==> src/hw/rtl/dtb_pkg.sv <==
`timescale 1ns / 1ps
// ----------------------------------------------------------------------------
// dtb_pkg
// shared types and constants of the dominator tree builder
// ----------------------------------------------------------------------------
package dtb_pkg;

   localparam int MAX_NODES_DEF = 64;
   localparam int MAX_EDGES_DEF = 256;

   localparam int NODE_W  = 6;
   localparam int COUNT_W = 7;
   localparam int DOM_W   = 7;
   localparam int REQ_W   = 24;
   localparam int RSP_W   = 16;

   localparam logic [DOM_W-1:0] DOM_UNSET = 7'h7f;

   typedef enum logic [3:0] {
      ST_IDLE,
      ST_INIT,
      ST_PASS_START,
      ST_NODE_START,
      ST_EDGE_RD,
      ST_EDGE_CHK,
      ST_SRC_CHK,
      ST_WALK,
      ST_WALK_UP,
      ST_NODE_END,
      ST_NODE_CMP,
      ST_PASS_END,
      ST_EMIT_RD,
      ST_EMIT_OUT,
      ST_EMIT_HOLD
   } state_type;

endpackage

==> src/hw/rtl/dominator_tree_builder_top.sv <==
`timescale 1ns / 1ps
// ----------------------------------------------------------------------------
// dominator_tree_builder_top
// immediate dominators of a reverse-postorder numbered control-flow graph
// ----------------------------------------------------------------------------
// usage:
//   the req channel carries one predecessor edge per transfer, grouped by
//   ascending target; req_tlast marks the final transfer and carries the
//   node count. valid edges load one per cycle into the edge memory while idle.
//   after the final transfer the block clears the dominator memory, then runs
//   passes over nodes 1..count-1. each node scans the stored edges; for each
//   usable matching edge it intersects the candidate with the source by
//   walking both up their parent chains, then compares and updates the node's
//   entry. passes repeat until nothing changes, at most 2*MAX_NODES+2 times.
//   results follow on the rsp channel, one per node in ascending order; the
//   next result is read only after the current one is taken, and rsp_tlast
//   marks the last node.
//   req_tready is low from the final transfer until the last result is
//   taken. a stalled receiver simply holds the current result.
//   reset empties the edge store by clearing its count; no clearing pass is needed.
// ----------------------------------------------------------------------------
module dominator_tree_builder_top #(
   parameter int MAX_NODES = dtb_pkg::MAX_NODES_DEF,
   parameter int MAX_EDGES = dtb_pkg::MAX_EDGES_DEF
) (
   input  logic                      clock,
   input  logic                      reset,
   input  logic                      req_tvalid,
   output logic                      req_tready,
   // node_count[6:0], edge_valid[7], target_node[13:8], source_node[19:14]
   input  logic [dtb_pkg::REQ_W-1:0] req_tdata,
   input  logic                      req_tlast,
   output logic                      rsp_tvalid,
   input  logic                      rsp_tready,
   // node[5:0], has_parent[6], parent[12:7]
   output logic [dtb_pkg::RSP_W-1:0] rsp_tdata,
   output logic                      rsp_tlast
);
   import dtb_pkg::*;

   localparam int EAW = (MAX_EDGES > 1) ? $clog2(MAX_EDGES) : 1;
   localparam int NAW = $clog2(MAX_NODES);
   localparam int MAX_PASSES = 2 * MAX_NODES + 2;
   localparam int PW = $clog2(MAX_PASSES + 1);
   localparam logic [EAW:0] EDGE_CAP = (EAW + 1)'(MAX_EDGES);
   localparam logic [COUNT_W-1:0] NODE_CAP = COUNT_W'(MAX_NODES);
   localparam logic [PW-1:0] PASS_CAP = PW'(MAX_PASSES);

   // memories
   logic [NODE_W-1:0] edge_src_mem [MAX_EDGES];
   logic [NODE_W-1:0] edge_tgt_mem [MAX_EDGES];
   logic [DOM_W-1:0]  dom_mem      [MAX_NODES];

   state_type state_ff, state_in;
   logic [COUNT_W-1:0] n_ff, n_in;
   logic [EAW:0]       stored_ff, stored_in;
   logic [EAW:0]       e_ff, e_in;
   logic [NODE_W-1:0]  idx_ff, idx_in;
   logic [DOM_W-1:0]   np_ff, np_in;
   logic [NODE_W-1:0]  l_ff, l_in, r_ff, r_in;
   logic               side_ff, side_in;
   logic               changed_ff, changed_in;
   logic [PW-1:0]      pass_ff, pass_in;
   logic [COUNT_W-1:0] init_ff, init_in;
   logic               rsp_valid_ff, rsp_valid_in;
   logic [RSP_W-1:0]   rsp_data_ff, rsp_data_in;
   logic               rsp_last_ff, rsp_last_in;

   logic [NODE_W-1:0] src_q_ff, tgt_q_ff;
   logic [DOM_W-1:0]  dom_q_ff;
   logic              edge_we, dom_we;
   logic [EAW-1:0]    edge_waddr;
   logic [NAW-1:0]    dom_waddr, dom_raddr;
   logic [DOM_W-1:0]  dom_wdata;

   logic              req_fire;
   logic [COUNT_W-1:0] req_count, count_sat;
   logic [NODE_W-1:0] walk_x, walk_up;
   logic [DOM_W-1:0]  np_adj;
   logic [COUNT_W-1:0] idx_next;
   logic              has_par;

   assign req_fire  = req_tvalid && req_tready;
   assign req_tready = (state_ff == ST_IDLE);
   assign req_count = req_tdata[6:0];
   assign count_sat = (req_count == '0) ? COUNT_W'(1) :
                      (req_count > NODE_CAP) ? NODE_CAP : req_count;
   assign walk_x  = side_ff ? r_ff : l_ff;
   assign walk_up = (dom_q_ff < {1'b0, walk_x}) ? dom_q_ff[NODE_W-1:0] : '0;
   assign np_adj  = (np_ff != DOM_UNSET && np_ff >= {1'b0, idx_ff}) ? '0 : np_ff;
   assign idx_next = {1'b0, idx_ff} + COUNT_W'(1);
   assign has_par = (idx_ff != '0) && (dom_q_ff != DOM_UNSET);
   assign edge_waddr = stored_ff[EAW-1:0];

   always_comb begin
      state_in     = state_ff;
      n_in         = n_ff;
      stored_in    = stored_ff;
      e_in         = e_ff;
      idx_in       = idx_ff;
      np_in        = np_ff;
      l_in         = l_ff;
      r_in         = r_ff;
      side_in      = side_ff;
      changed_in   = changed_ff;
      pass_in      = pass_ff;
      init_in      = init_ff;
      rsp_valid_in = rsp_valid_ff;
      rsp_data_in  = rsp_data_ff;
      rsp_last_in  = rsp_last_ff;
      edge_we      = 1'b0;
      dom_we       = 1'b0;
      dom_waddr    = '0;
      dom_wdata    = '0;
      dom_raddr    = '0;
      case (state_ff)
         ST_IDLE: begin
            if (req_fire) begin
               if (req_tdata[7] && stored_ff < EDGE_CAP) begin
                  edge_we   = 1'b1;
                  stored_in = stored_ff + (EAW + 1)'(1);
               end
               if (req_tlast) begin
                  n_in     = count_sat;
                  init_in  = '0;
                  state_in = ST_INIT;
               end
            end
         end
         ST_INIT: begin
            dom_we    = 1'b1;
            dom_waddr = init_ff[NAW-1:0];
            dom_wdata = (init_ff == '0) ? '0 : DOM_UNSET;
            init_in   = init_ff + COUNT_W'(1);
            if (init_ff == NODE_CAP - COUNT_W'(1)) begin
               pass_in  = '0;
               state_in = ST_PASS_START;
            end
         end
         ST_PASS_START: begin
            changed_in = 1'b0;
            if (n_ff <= COUNT_W'(1)) begin
               idx_in   = '0;
               state_in = ST_EMIT_RD;
            end else begin
               idx_in   = NODE_W'(1);
               state_in = ST_NODE_START;
            end
         end
         ST_NODE_START: begin
            np_in    = DOM_UNSET;
            e_in     = '0;
            state_in = ST_EDGE_RD;
         end
         ST_EDGE_RD: begin
            state_in = (e_ff < stored_ff) ? ST_EDGE_CHK : ST_NODE_END;
         end
         ST_EDGE_CHK: begin
            e_in = e_ff + (EAW + 1)'(1);
            if (tgt_q_ff == idx_ff && {1'b0, src_q_ff} < n_ff) begin
               dom_raddr = src_q_ff[NAW-1:0];
               state_in  = ST_SRC_CHK;
            end else begin
               state_in = ST_EDGE_RD;
            end
         end
         ST_SRC_CHK: begin
            if (dom_q_ff == DOM_UNSET) begin
               state_in = ST_EDGE_RD;
            end else if (np_ff == DOM_UNSET) begin
               np_in    = {1'b0, src_q_ff};
               state_in = ST_EDGE_RD;
            end else begin
               l_in     = np_ff[NODE_W-1:0];
               r_in     = src_q_ff;
               state_in = ST_WALK;
            end
         end
         ST_WALK: begin
            if (l_ff == r_ff) begin
               np_in    = {1'b0, l_ff};
               state_in = ST_EDGE_RD;
            end else if (l_ff > r_ff) begin
               side_in   = 1'b0;
               dom_raddr = l_ff[NAW-1:0];
               state_in  = ST_WALK_UP;
            end else begin
               side_in   = 1'b1;
               dom_raddr = r_ff[NAW-1:0];
               state_in  = ST_WALK_UP;
            end
         end
         ST_WALK_UP: begin
            if (side_ff) begin
               r_in = walk_up;
            end else begin
               l_in = walk_up;
            end
            state_in = ST_WALK;
         end
         ST_NODE_END: begin
            dom_raddr = idx_ff[NAW-1:0];
            state_in  = ST_NODE_CMP;
         end
         ST_NODE_CMP: begin
            if (np_adj != dom_q_ff) begin
               dom_we     = 1'b1;
               dom_waddr  = idx_ff[NAW-1:0];
               dom_wdata  = np_adj;
               changed_in = 1'b1;
            end
            if (idx_next < n_ff) begin
               idx_in   = idx_next[NODE_W-1:0];
               state_in = ST_NODE_START;
            end else begin
               state_in = ST_PASS_END;
            end
         end
         ST_PASS_END: begin
            pass_in = pass_ff + PW'(1);
            if (changed_ff && (pass_ff + PW'(1)) < PASS_CAP) begin
               state_in = ST_PASS_START;
            end else begin
               idx_in   = '0;
               state_in = ST_EMIT_RD;
            end
         end
         ST_EMIT_RD: begin
            dom_raddr = idx_ff[NAW-1:0];
            state_in  = ST_EMIT_OUT;
         end
         ST_EMIT_OUT: begin
            rsp_valid_in = 1'b1;
            rsp_data_in  = {3'b000, (has_par ? dom_q_ff[NODE_W-1:0] : NODE_W'(0)),
                            has_par, idx_ff};
            rsp_last_in  = (idx_next == n_ff);
            state_in     = ST_EMIT_HOLD;
         end
         ST_EMIT_HOLD: begin
            if (rsp_tready) begin
               rsp_valid_in = 1'b0;
               if (rsp_last_ff) begin
                  stored_in = '0;
                  state_in  = ST_IDLE;
               end else begin
                  idx_in   = idx_next[NODE_W-1:0];
                  state_in = ST_EMIT_RD;
               end
            end
         end
         default: begin
            state_in = ST_IDLE;
         end
      endcase
   end

   always_ff @(posedge clock) begin
      if (reset) begin
         state_ff     <= ST_IDLE;
         stored_ff    <= '0;
         n_ff         <= COUNT_W'(1);
         rsp_valid_ff <= 1'b0;
         changed_ff   <= 1'b0;
         pass_ff      <= '0;
         init_ff      <= '0;
         e_ff         <= '0;
         idx_ff       <= '0;
      end else begin
         state_ff     <= state_in;
         stored_ff    <= stored_in;
         n_ff         <= n_in;
         rsp_valid_ff <= rsp_valid_in;
         changed_ff   <= changed_in;
         pass_ff      <= pass_in;
         init_ff      <= init_in;
         e_ff         <= e_in;
         idx_ff       <= idx_in;
      end
   end

   always_ff @(posedge clock) begin
      np_ff       <= np_in;
      l_ff        <= l_in;
      r_ff        <= r_in;
      side_ff     <= side_in;
      rsp_data_ff <= rsp_data_in;
      rsp_last_ff <= rsp_last_in;
   end

   // edge memory
   always_ff @(posedge clock) begin
      if (edge_we) begin
         edge_src_mem[edge_waddr] <= req_tdata[19:14];
         edge_tgt_mem[edge_waddr] <= req_tdata[13:8];
      end
      src_q_ff <= edge_src_mem[e_ff[EAW-1:0]];
      tgt_q_ff <= edge_tgt_mem[e_ff[EAW-1:0]];
   end

   // dominator memory
   always_ff @(posedge clock) begin
      if (dom_we) begin
         dom_mem[dom_waddr] <= dom_wdata;
      end
      dom_q_ff <= dom_mem[dom_raddr];
   end

   assign rsp_tvalid = rsp_valid_ff;
   assign rsp_tdata  = rsp_data_ff;
   assign rsp_tlast  = rsp_last_ff;

   a_no_overlap: assert property (@(posedge clock) disable iff (reset)
      !(req_tready && rsp_tvalid))
      else $error("input open while a result is pending");

   a_store_bound: assert property (@(posedge clock) disable iff (reset)
      stored_ff <= EDGE_CAP)
      else $error("edge count beyond capacity");

   a_emit_empties: assert property (@(posedge clock) disable iff (reset)
      (rsp_tvalid && rsp_tready && rsp_tlast) |=> (stored_ff == '0 && req_tready))
      else $error("edge store not emptied after last result");

endmodule
==> config.mk <==
export PLATFORM = sky130hd
export DESIGN_NAME = dominator_tree_builder_top
export DESIGN_NICKNAME = d
export VERILOG_FILES = /design/src/hw/rtl/dtb_pkg.sv /design/src/hw/rtl/dominator_tree_builder_top.sv
export SDC_FILE = /design/constraint.sdc
export NUM_CORES = 2
export LEC_CHECK = 0
export BUFFER_PORTS_ARGS = -buffer_cell sky130_fd_sc_hd__buf_2
export CORE_UTILIZATION = 63
export DETAILED_ROUTE_END_ITERATION = 7
export PLACE_DENSITY = 0.78
export SETUP_SLACK_MARGIN = 0.2
export SYNTH_ARGS = -nofsm -noshare
export SYNTH_HDL_FRONTEND = slang
export SYNTH_SLANG_ARGS = --single-unit
export TNS_END_PERCENT = 10
==> constraint.sdc <==
create_clock -name clock -period 4.6 [get_ports clock]
set_input_delay 0.23 -clock clock [delete_from_list [all_inputs] [get_ports clock]]
set_output_delay 0.23 -clock clock [all_outputs]
set_load 0.02 [all_outputs]
# After elaboration in Yosys (flattened, before gate mapping)
# Memory sizes are Yosys's and may differ from the RTL's. A register that Yosys moved wholly into a read port is not among the register bits.
# Index checks and enable logic that the tools add are counted.
[word_totals]
inputBits = 29
n_memories = 3
ram_bits = 3520
wordCells = 177
regBits = 86
[classes]
n_eq_ne = 39
order_cmp = 10
muxes = 71
n_reduce_logical = 32
bitwise = 1
n_addsub = 5
[memory_table]
columns = ["name", "words", "width", "read_ports", "rd_clocked_by_memory_dff", "wr", "line", "text"]
rows = [
  ["edge_src_mem", 256, 6, 1, 1, 1, "dominator_tree_builder_top.sv:50", "logic [NODE_W-1:0] edge_src_mem [MAX_EDGES];"],
  ["edge_tgt_mem", 256, 6, 1, 1, 1, "dominator_tree_builder_top.sv:51", "logic [NODE_W-1:0] edge_tgt_mem [MAX_EDGES];"],
  ["dom_mem", 64, 7, 1, 1, 1, "dominator_tree_builder_top.sv:52", "logic [DOM_W-1:0] dom_mem [MAX_NODES];"],
]
[op_table]
columns = ["operator", "n"]
rows = [
  ["6-bit two-way mux", 16],
  ["7-bit two-way mux", 10],
  ["4-bit one-hot mux with 15 select lines", 1],
  ["4-bit two-way mux", 10],
  ["9-bit two-way mux", 4],
  ["6-bit one-hot mux with 2 select lines", 3],
  ["9-bit one-hot mux with 2 select lines", 2],
  ["4-bit equality test (second input constant)", 7],
  ["7-bit one-hot mux with 2 select lines", 2],
  ["2-bit != test (second input constant)", 13],
  ["6-bit one-hot mux with 4 select lines", 1],
  ["7-bit one-hot mux with 3 select lines", 1],
  ["9-bit by 1-bit adder with 9-bit output (second input constant)", 2],
  ["6-bit one-hot mux with 3 select lines", 1],
  ["4-bit by 3-bit equality test with 1-bit output (second input constant)", 4],
  ["8-bit one-hot mux with 2 select lines", 1],
  ["4-bit AND reduction", 4],
  ["7-bit equality test (second input constant)", 2],
  ["7-bit logical NOT", 2],
  ["7-bit != test (second input constant)", 2],
  ["2-bit nonzero test", 7],
  ["6-bit equality test", 2],
  ["1-bit two-way mux", 12],
  ["5-bit AND reduction", 2],
  ["other kinds (31)", 47],
]

# Depth between registers and ports, before layout
[depth]
depth_word = 8
depth_mapped = 18

# Least setup slack after synthesis
# Ideal clock, no wire load.
[synth_path]
path_type = "flip-flop to flip-flop"
start = "register np_ff[0]"
end = "memory dom_mem[12][0], enable pin"
arrival_ps = 3408
path_slack_ps = 802
required_ps = 4210
stages_incl_launch_ff = 13
setup_ps = 390
cell_sequence = "edfxtp_1 -> inv_1 -> ha_1 -> nand2b_1 -> a21o_1 -> a21o_1 -> a21oi_1 -> o21a_1 -> mux2i_1 -> o32ai_1 -> o21ai_1 -> o21ai_1 -> nor4_1"
[synth_via]
elab_chain_cells = 8
[synth_lines]
columns = ["element", "line", "text"]
rows = [
  ["from (decl)", "dominator_tree_builder_top.sv:59", "logic [DOM_W-1:0] np_ff, np_in;"],
  ["from (signal assigned)", "dominator_tree_builder_top.sv:282", "np_ff <= np_in;"],
  ["7-bit by 6-bit >= comparator with 1-bit output / 7-bit != test (equally long branches)", "dominator_tree_builder_top.sv:90", "assign np_adj = (np_ff != DOM_UNSET && np_ff >= {1'b0, idx_ff}) ? '0 : np_ff;"],
  ["1-bit logical AND", "dominator_tree_builder_top.sv:90", ""],
  ["7-bit two-way mux *", "dominator_tree_builder_top.sv:90", ""],
  ["7-bit != test *", "dominator_tree_builder_top.sv:206", "if (np_adj != dom_q_ff) begin"],
  ["1-bit two-way mux", "dominator_tree_builder_top.sv:206", ""],
  ["1-bit one-hot mux with 2 select lines", "dominator_tree_builder_top.sv:116", "case (state_ff)"],
  ["1-bit two-way mux", "dominator_tree_builder_top.sv:302", "if (dom_we) begin"],
  ["1-bit two-way mux (implied by the code)", "dominator_tree_builder_top.sv:303", "dom_mem[dom_waddr] <= dom_wdata;"],
  ["to (decl)", "dominator_tree_builder_top.sv:52", ""],
]
# Mark *: on every way between the ends. The rest lies on a longest branch, timed or not.

# Worst setup path in the final report
[layout_path]
start = "register state_ff[3]"
end = "memory edge_tgt_mem[51][1], enable pin"
[layout_via]
elab_chain_cells = 6
[layout_lines]
columns = ["element", "line", "text"]
rows = [
  ["from (decl)", "dominator_tree_builder_top.sv:54", "state_type state_ff, state_in;"],
  ["from (signal assigned)", "dominator_tree_builder_top.sv:269", "state_ff <= state_in;"],
  ["4-bit logical NOT *", "dominator_tree_builder_top.sv:84, dominator_tree_builder_top.sv:116", ""],
  ["1-bit logical AND", "dominator_tree_builder_top.sv:83", "assign req_fire = req_tvalid && req_tready;"],
  ["1-bit two-way mux", "dominator_tree_builder_top.sv:118", "if (req_fire) begin"],
  ["1-bit two-way mux *", "dominator_tree_builder_top.sv:116", ""],
  ["1-bit two-way mux *", "dominator_tree_builder_top.sv:292", "if (edge_we) begin"],
  ["1-bit two-way mux (implied by the code) *", "dominator_tree_builder_top.sv:294", "edge_tgt_mem[edge_waddr] <= req_tdata[13:8];"],
  ["to (decl)", "dominator_tree_builder_top.sv:51", ""],
]
# Marked as above.

==> impl_results.md <==
* Most used DFF post-synth: edfxtp_1
* Routability cong. at 0.906
* Unrepaired setup endpoints after global routing: yes
* Min Hold Slack at 0.0222 ns
* Fillers at 12,153
* Period utilization at 0.950
* Synthesized area at 0.142 mm^2
* Via density at 7.06
* Die Span X at 477 um
* Origin of the critical flop-to-flop path: state_ff[3]$_SDFFE_PP0P_
* Synth-to-layout area growth at 13.6%
* Post-Layout Cell Count at 10,617
* Slew @ Worst Pin at 1.43 ns
* Netlist cell types at 86
* Worst Skew at 0.0742 ns
* Number of instances in the placed design at 9,942
* Final setup violation count at 0
* H-tree levels at 5
* CTS Buffer Depth at 4
* Largest net degree at the start of global routing at 158
* Ports at 48
* Commonest non-fill, non-tap cell in the layout: edfxtp_1
* Worst r2r path cells at 7
* Setup TNS at 0 ns
* Sequential fraction of the synthesis area at 0.760
* Outcome: complete, no violations
* P per Cell Area at 425 mW/mm^2
* FP Rows at 174
* Most frequent cells in the layout: edfxtp_1 (3,554), mux4_2 (999), buf_4 (508)
* Slowest CP cell: nor4_2
* Max-Cap Viols at 0
* GRT Total Usage at 0.331
* Fmax at 229 MHz
* Post-Synthesis Mean Instance Area at 21.1 um^2
* CORE AREA at 0.225 mm^2
* Compound-gate portion of the synthesized area at 0.0224
* Min-delay src: req_tdata[8]
* Tot Pwr at 0.0688 W
* Vias in the first global route at 75,586
* Clk_lat worst skew at 0.98 ns
* Critical path arrival at 5.03 ns
* Port Buffer Count at 40
* Final hold vios at 0
* Initial DRC count at 11,785
* Hold endpoint: edge_tgt_mem[233][0]$_DFFE_PP_
* Via count of the routed design at 74,912
* Layout cell share with drive strength beyond 1 at 0.286
* Element type at the critical path start: flip-flop
* Multiplexer share of the synthesized area at 0.166
* Critical-path maximum fanout at 16
* Largest family of logic cells by synthesized area: multiplexers
* Clock-pin transition on the worst setup and hold timing paths at 0.06 ns
* Die Y at 477 um
* Setup WS pre-CTS at 0.345 ns
* Flop2flop setup slack at 0.23 ns
* Global-route wire length before repair at 538 mm
* Hold path depth at 1
* Synth Register Bits at 3,625
* Ys Warns at 0
* Post-synth EDFFs at 3,554
* DRT antenna net count at 0
* Fin worst setup slack at 0.228 ns
* Nets at 7,422
* Synth Area in Simple Gates at 0.0331
* Per-cell routed wire length at 35.2 um
* # DRC at 0
* Leak at 50.3 nW
* Initial Util at 0.634
* Gr ovfl total at 0
* Routed WL at 373 mm
* Fin crit period at 4.37 ns
* Die Area at 0.228 mm^2
* Worst reg2reg endpoint: edge_tgt_mem[51][1]$_DFFE_PP_
* Peak VDD IR at 0.532 mV
* Placed wire-length estimate at 207 mm
* Delay of the slowest critical-path stage at 0.73 ns
* Slew margin rel. at 0.0490
* Clock sink total at 3,625
* Mapped Cells at 6,736
* Max Slew Vio Count at 0
* Ys async rst share at 0
* Root Buffer: clkbuf_16
* Initial DRT Pass Iterations at 7
* Crit end category: flip-flop
* TritonCTS clock tree: done
* HP Class: in2reg
* Synth Area in Adders at 0.00413
* Synth Area in XOR/XNOR at 0.00172
* Initial antenna violation count at 22
* Worst Path Required at 5.26 ns
* CP cell instances: buf_4, nor4_2, nand4_1, nor2_1, nand2_1, nor2_1, buf_4
* Crit Path Category: reg2reg
* Inserted Clock Buffers at 363
layer usage:
layer | wire length (um) | track usage
met5 | 138 | 0
met4 | 18900 | 0.146
met3 | 44600 | 0.0766
met2 | 182000 | 0.525
met1 | 128000 | 0.448
per-stage QoR:
stage	instance area, um^2	util
floorplan	142000	-
global placement	150000	0.666
detailed placement	150000	0.666
CTS	162000	0.719
global route	162000	0.720
finish	162000	0.720
sequential cells by signal, indices dropped and copies added (netlist names), 7 cells and up:
register,cells
dom_mem,448
dom_q_ff,7
e_ff,9
edge_src_mem,1536
edge_tgt_mem,1536
init_ff,7
n_ff,7
np_ff,7
pass_ff,8
rsp_tdata,13
stored_ff,9
worst max-delay path: cells and delay by family (launching register included):
kind          cells  cell delay (ns)
flops             1             0.40
simple gates      5             3.18
buf+inv           2             0.52
Yosys cell counts, drive strengths merged (5+ instances only):
cell type | count | area share
or4 | 11 | 0.00058
a31oi | 35 | 0.0015
mux4 | 999 | 0.16
a22oi | 11 | 0.00058
a211oi | 105 | 0.0055
buf | 187 | 0.0069
a21o | 16 | 0.00084
mux2i | 105 | 0.0074
a21oi | 117 | 0.0041
nor2 | 350 | 0.0093
a221oi | 6 | 0.00037
nand3b | 7 | 0.00037
nor3 | 70 | 0.0026
nor3b | 6 | 0.00032
xor2 | 6 | 0.00037
dfxtp | 71 | 0.010
ha | 47 | 0.0041
xnor2 | 22 | 0.0014
and3 | 90 | 0.0040
nand2b | 11 | 0.00048
a311oi | 8 | 0.00049
or3 | 10 | 0.00044
edfxtp | 3554 | 0.75
o32ai | 11 | 0.00068
o211ai | 18 | 0.0010
o221ai | 8 | 0.00049
nand4 | 13 | 0.00057
nand3 | 78 | 0.0028
nor4 | 19 | 0.00092
a2111oi | 7 | 0.00043
clkbuf | 202 | 0.0053
nor2b | 26 | 0.0011
nand2 | 302 | 0.0081
o22ai | 16 | 0.00070
inv | 38 | 0.0010
and4 | 6 | 0.00037
and2 | 14 | 0.00062
o21a | 12 | 0.00063
o21ai | 64 | 0.0022
o21bai | 5 | 0.00026
worst max-delay path by stage:
| stage | endpoint | cells after the start | startpoint | slack [ns] |
|---|---|---|---|---|
| 2_1_floorplan | dom_mem[12][0]$_DFFE_PP_ | 12 | np_ff[0]$_DFFE_PP_ | 0.80 |
| 3_3_place_gp | tgt_q_ff[3]$_DFF_P_ | 7 | e_ff[0]$_SDFFE_PP0P_ | 0.38 |
| 3_5_place_dp | tgt_q_ff[3]$_DFF_P_ | 7 | e_ff[0]$_SDFFE_PP0P_ | 0.35 |
| 4_1_cts | tgt_q_ff[3]$_DFF_P_ | 7 | e_ff[0]$_SDFFE_PP0P_ | 0.32 |
| 5_1_grt | edge_src_mem[52][4]$_DFFE_PP_ | 7 | state_ff[3]$_SDFFE_PP0P_ | 0.11 |
| 6_report | edge_tgt_mem[51][1]$_DFFE_PP_ | 7 | state_ff[3]$_SDFFE_PP0P_ | 0.23 |
layout make-up:
| type | count | area, um^2 | share of cell area |
|---|---|---|---|
| well taps | 2992 | 3740 | 0.0231 |
| multi-input cells | 2686 | 32400 | 0.201 |
| flip-flops and latches | 3625 | 108000 | 0.669 |
| clock inverters | 206 | 2180 | 0.0135 |
| inverters | 38 | 143 | 0.000882 |
| diodes | 11 | 27.5 | 0.000170 |
| repair buffers | 632 | 5510 | 0.0341 |
| clock buffers | 427 | 9510 | 0.0588 |
report_power, final:
part	total (W)	internal, W	leakage (nW)	switching [W]
registers	0.0369	0.0366	32.6	0.000206
clock network	0.0296	0.0172	5.71	0.0124
logic	0.00237	0.000664	12.0	0.00170
kinds of logic (layout without fill, tap and decap cells):
kind of cell	count (synthesis)	in the layout
AOI/OAI and AO/OA	477	477
xor gates and xnor gates	28	28
adders and majority gates	47	47
buffers and inverters	427	1303
DFF	3625	3625
muxes	1108	1108
other	1	14
and+or+nand+nor	1023	1023
repair_timing:
item                                    in CTS  in global routing
hold endpoints to repair                   148                  0
buffers inserted                             0                  3
resized for setup                            0                  5
hold buffers                                28                  0
endpoints found under the setup margin       0                106
Power figures use the tool's default switching activity.
